<file path="config.mk">
export PLATFORM = sky130hd
export DESIGN_NAME = lprl_cell
export DESIGN_NICKNAME = d
export VERILOG_FILES = /design/src/rtl/core/lprl_pkg.sv /design/src/rtl/core/lprl_cell.sv
export SDC_FILE = /design/constraint.sdc
export NUM_CORES = 1
export LEC_CHECK = 0
export ABC_AREA = 1
export BUFFER_PORTS_ARGS = -buffer_cell sky130_fd_sc_hd__buf_2
export CAP_MARGIN = 25
export CORE_UTILIZATION = 50
export CTS_BUF_LIST = sky130_fd_sc_hd__clkbuf_8
export DETAILED_ROUTE_END_ITERATION = 6
export PLACE_DENSITY_LB_ADDON = 0.15
export SLEW_MARGIN = 20
export SYNTH_ARGS = -nofsm -noshare
export SYNTH_HDL_FRONTEND = slang
export SYNTH_SLANG_ARGS = --single-unit
</file>
<file path="constraint.sdc">
create_clock -name clock -period 5.55 [get_ports clock]
set_input_delay 1.11 -clock clock [delete_from_list [all_inputs] [get_ports clock]]
set_output_delay 1.11 -clock clock [all_outputs]
set_load 0.05 [all_outputs]
</file>
<file path="src/rtl/core/lprl_pkg.sv">
// Shared types, widths and helper functions for the longest-prefix route lookup core.
// Depends on nothing; the cell and the top level take names from it by scope.
package lprl_pkg;

   localparam int TABLE_DEPTH = 256;
   localparam int ADDR_W      = 32;
   localparam int PORT_W      = 8;
   localparam int INDEX_W     = 8;
   localparam int COUNT_W     = 9;
   localparam int LEN_W       = $clog2(ADDR_W + 1);

   localparam logic REQ_WRITE  = 1'b0;
   localparam logic REQ_LOOKUP = 1'b1;

   // One stored route. The mask length is worked out when the entry is written.
   typedef struct packed {
      logic [ADDR_W-1:0] prefix;
      logic [ADDR_W-1:0] mask;
      logic [LEN_W-1:0]  len;
      logic [ADDR_W-1:0] hop;
      logic [PORT_W-1:0] port;
   } entry_type;

   // Search token that walks down the row of cells, carrying the best match so far.
   typedef struct packed {
      logic               valid;
      logic [COUNT_W-1:0] remain;
      logic               found;
      logic [LEN_W-1:0]   len;
      logic [ADDR_W-1:0]  hop;
      logic [PORT_W-1:0]  port;
   } token_type;

   // Population count done per byte, then the four byte counts are summed.
   function automatic logic [LEN_W-1:0] ones_count(input logic [ADDR_W-1:0] v);
      logic [3:0]       byte_cnt;
      logic [LEN_W-1:0] total;
      total = '0;
      for (int b = 0; b < ADDR_W / 8; b++) begin
         byte_cnt = '0;
         for (int k = 0; k < 8; k++) begin
            byte_cnt = byte_cnt + 4'(v[8*b+k]);
         end
         total = total + LEN_W'(byte_cnt);
      end
      return total;
   endfunction

endpackage

</file>
<file path="src/rtl/core/lprl_cell.sv">
// One cell of the lookup row: holds a single route and compares it against the
// passing search token. Depends on lprl_pkg.
module lprl_cell (
   input  logic                       clock,
   input  logic                       reset,
   input  logic [lprl_pkg::ADDR_W-1:0] dest_ip,
   input  logic                       wr_sel,
   input  lprl_pkg::entry_type        wr_entry,
   input  lprl_pkg::token_type        tok_in,
   output lprl_pkg::token_type        tok_out
);

   lprl_pkg::entry_type entry_ff;
   lprl_pkg::entry_type entry_in;
   lprl_pkg::token_type tok_ff;
   lprl_pkg::token_type tok_in_next;
   logic                in_range;
   logic                hit;
   logic                take;

   always_comb begin
      entry_in = wr_sel ? wr_entry : entry_ff;

      // The token only looks at this cell while it still has entries left to cover.
      in_range = (tok_in.remain != '0);
      hit      = in_range && ((dest_ip & entry_ff.mask) == entry_ff.prefix);
      // A strictly longer mask is needed to win, so the lower index keeps ties.
      take     = hit && (!tok_in.found || (entry_ff.len > tok_in.len));

      tok_in_next = tok_in;
      if (in_range) begin
         tok_in_next.remain = tok_in.remain - lprl_pkg::COUNT_W'(1);
      end
      if (take) begin
         tok_in_next.found = 1'b1;
         tok_in_next.len   = entry_ff.len;
         tok_in_next.hop   = entry_ff.hop;
         tok_in_next.port  = entry_ff.port;
      end
   end

   always_ff @(posedge clock) begin
      entry_ff <= entry_in;
      if (reset) begin
         tok_ff.valid <= 1'b0;
      end else begin
         tok_ff <= tok_in_next;
      end
   end

   assign tok_out = tok_ff;

endmodule

</file>
==> results.md <==
- Largest net degree at the start of global routing: slightly above 60
- Die Y-Extent: 119 µm
- Synth top area share: 0.731
- Max-cap violation count: 0
- Syn Nets: about 750
- Worst Path Required: between 5 and 6 ns
- Crit-path max FO: 47
- Setup TNS: 0 ns
- Initial core utilization: 0.515
- Vias/cell: just under 5
- Post-synthesis instance area: 0.00682 mm²
- DRC: 0
- Port Buf Inserts: roughly 260
- Sw power: between 0.6 and 0.7 mW
- Critical path class: input pin to flip-flop
- First-pass GRT wire length: around 22000 µm
- Top cell type by total area after synthesis: edfxtp_1
- H-Tree Level Count: 4
- Gr ovfl total: 0
- Router iterations before antenna repair: 4
- Post-synth ARST share: 0
- Cell count after placement: roughly 960
- Die area: approximately 0.014 mm²
- Synth top cells by count: nand2_1, edfxtp_1, nand4_1
- Final Cycle Share: 0.668
- Final Non-Filler Cells: 992
- Starting DRT DRC Count: ~260
- Sink Count: approximately 170
- Finished Cell Area: between 0.008 and 0.009 mm²
- Layout cells sized above 1: 0.370
- CTS clk-pin slew, worst paths: about 0.080 ns
- Syn. warnings: 0
- FILL cells: between 1000 and 1500
- Max Fclk: about 0.27 GHz
- Logic pwr share: 0.125
- Status: completed
- Clock Skews: around 0.012 ns
- Internal power: around 2.1 mW
- Routed vias: slightly below 5000
- GRT Total Usage: 0.210
- Largest cells by area after synthesis: edfxtp_1, nand2_1, nand4_1
- Io pins: roughly 260
- Period minus WS final: between 3 and 4 ns
- Worst setup margin: between 1.5 and 2 ns
- Worst reg-to-reg path cell count: 10
- Yosys cell types: 24
- Overall power: roughly 2.8 mW
- Clk buf depth: 2
- Reg area: ~0.0050 mm²
- Hold buffer count at cts: 0
- Most frequent cell after synthesis: nand2_1
- Die Wd: around 120 µm
- Final RePlAce weighted congestion: slightly below 0.8
- HPWL Detailed: 10800 µm
- Clock root buffer: clkbuf_8
- Synthesis-to-finish area growth: 27.4%
- Crit start category: input pin
- Pre-CTS setup slack: between 1 and 1.5 ns
- Sequential share of power: 0.554
- Fin. max-slew vios: 0
- Nets: between 1000 and 1500
- Post-cts sizing count: 0
- Worst Hold Class: flip-flop to flip-flop
- Slew HR: 0.370
- Clk pwr share: 0.321
- Post-synthesis average cell area: about 13 µm²
- Register bit count reported by yosys: 167
- Site Rows: 42
- Final setup violation count: 0
- CP arrival: ~3.9 ns
- Worst R2R End: tok_out[28]
- Post-DRT Antenna Nets: 0
- Post-synthesis sequential area ratio: 0.734
- Initial antenna violation count: 4
- Maximum vdd drop: ~0.25 mV
- Worst Setup SP: tok_in[45]
- Core ar.: ~0.013 mm²
- Sw Ratio: 0.242
- Postcts setup bufs: 0
- Cells after synthesis: approximately 540
- Routed wire per std cell: 14.4 µm
- Pwr dens: about 320 mW/mm²
- CTS tree: done
- RSZ-0062 raised after global routing: false
- Clock latency on the worst-skew pair: 0.44 ns
- Area of the multi-input gates: ~0.0016 mm²
- R2R setup slack: about 2.2 ns
- Post-synth EDFFs: ~170
- Worst Tran Pin Value: around 0.94 ns
- Leak: 3.90 nW
- Critical R2R Launch: entry_ff[45]
- Main synth FF type: edfxtp_1
- Placed instance area: between 0.008 and 0.009 mm²
- Vias in the first global route: around 4700
- Critical Path End: tok_out[28]
- Num CTS Buffers: 17
- Final Hold Violating Endpoints: 0
- WL final: between 10000 and 15000 µm
- CP endpoint kind: flip-flop
==> how the worst min path moves through the flow <==
stage / from / to / slack, ns / depth (start not counted)
5_1_grt: entry_ff[17] / tok_out[17] / 0.58 / 2
2_1_floorplan: entry_ff[0] / tok_out[0] / 0.54 / 2
3_3_place_gp: entry_ff[34] / tok_out[34] / 0.55 / 2
6_report: entry_ff[5] / tok_out[5] / 0.57 / 2
3_5_place_dp: entry_ff[24] / tok_out[24] / 0.55 / 2
4_1_cts: entry_ff[17] / tok_out[17] / 0.57 / 2
==> layer usage <==
| layer | routed length [µm] | share of wire | GRT usage |
|---|---|---|---|
| met3 | 1310 | 0.092 | 0.0758 |
| met4 | 270 | 0.019 | 0.0941 |
| met5 | 13 | 0.00091 | 0 |
| met1 | 5270 | 0.37 | 0.226 |
| met2 | 7380 | 0.52 | 0.370 |
==> power by group through the flow <==
stage	combinational, mW	clock [mW]	sequential (mW)
2_1_floorplan	0.0852	0	1.68
3_3_place_gp	0.338	0	1.55
3_5_place_dp	0.348	0	1.56
4_1_cts	0.349	0.907	1.53
5_1_grt	0.376	0.955	1.54
6_report	0.346	0.889	1.53
==> cells by family after synthesis <==
group                      synth area share
DFF                                   0.734
and+or+nand+nor                       0.194
xor gates and xnor gates             0.0129
buffers and inverters                0.0393
AOI/OAI and AO/OA                   0.00624
adders and majority gates            0.0129
==> placed cells by master, fill, tap and decap left out, types with 7 or more instances in the layout <==
cell / netlist / layout
buf_2: 10 / 257
nand2_1: 175 / 174
edfxtp_1: 166 / 166
nand4_1: 47 / 47
inv_1: 34 / 37
nand3_1: 31 / 30
clkbuf_8: 0 / 21
nor2_1: 22 / 20
nand3b_1: 10 / 10
xor2_1: 8 / 8
ha_1: 7 / 7
==> critical path, stage by stage <==
cell      delay [ns]
buf_2           0.09
inv_1           0.03
ha_1            0.28
nand2_1         0.07
nor2_1          0.15
o21ai_1         0.09
o211ai_1        0.08
nand2_1         0.08
nand2_2         0.60
nand3_2         0.93
nand2_1         0.29
nand2_1         0.08
==> sequential cells by signal, summed over array words and instances, names as in the netlist <==
name	count
entry_ff	110
tok_out	57
==> through the flow <==
| stage | util | hold WS, ns |
|---|---|---|
| after global routing | 0.656 | 0.584 |
| after CTS | 0.655 | 0.571 |
| after floorplan | - | 0.543 |
| after global placement | 0.622 | 0.554 |
| after detailed placement | 0.623 | 0.553 |
| final | 0.656 | 0.568 |
==> layout make-up <==
class                           instances  share of cell area
Clock buffer                           21              0.0333
Timing Repair Buffer                  262               0.154
Multi-Input combinational cell        318               0.180
Antenna cell                            3            0.000865
Clock inverter                         11              0.0151
Tap cell                              176              0.0254
Inverter                               34              0.0147
Sequential cell                       167               0.576
No activity file was read; power rests on OpenSTA's default activity.
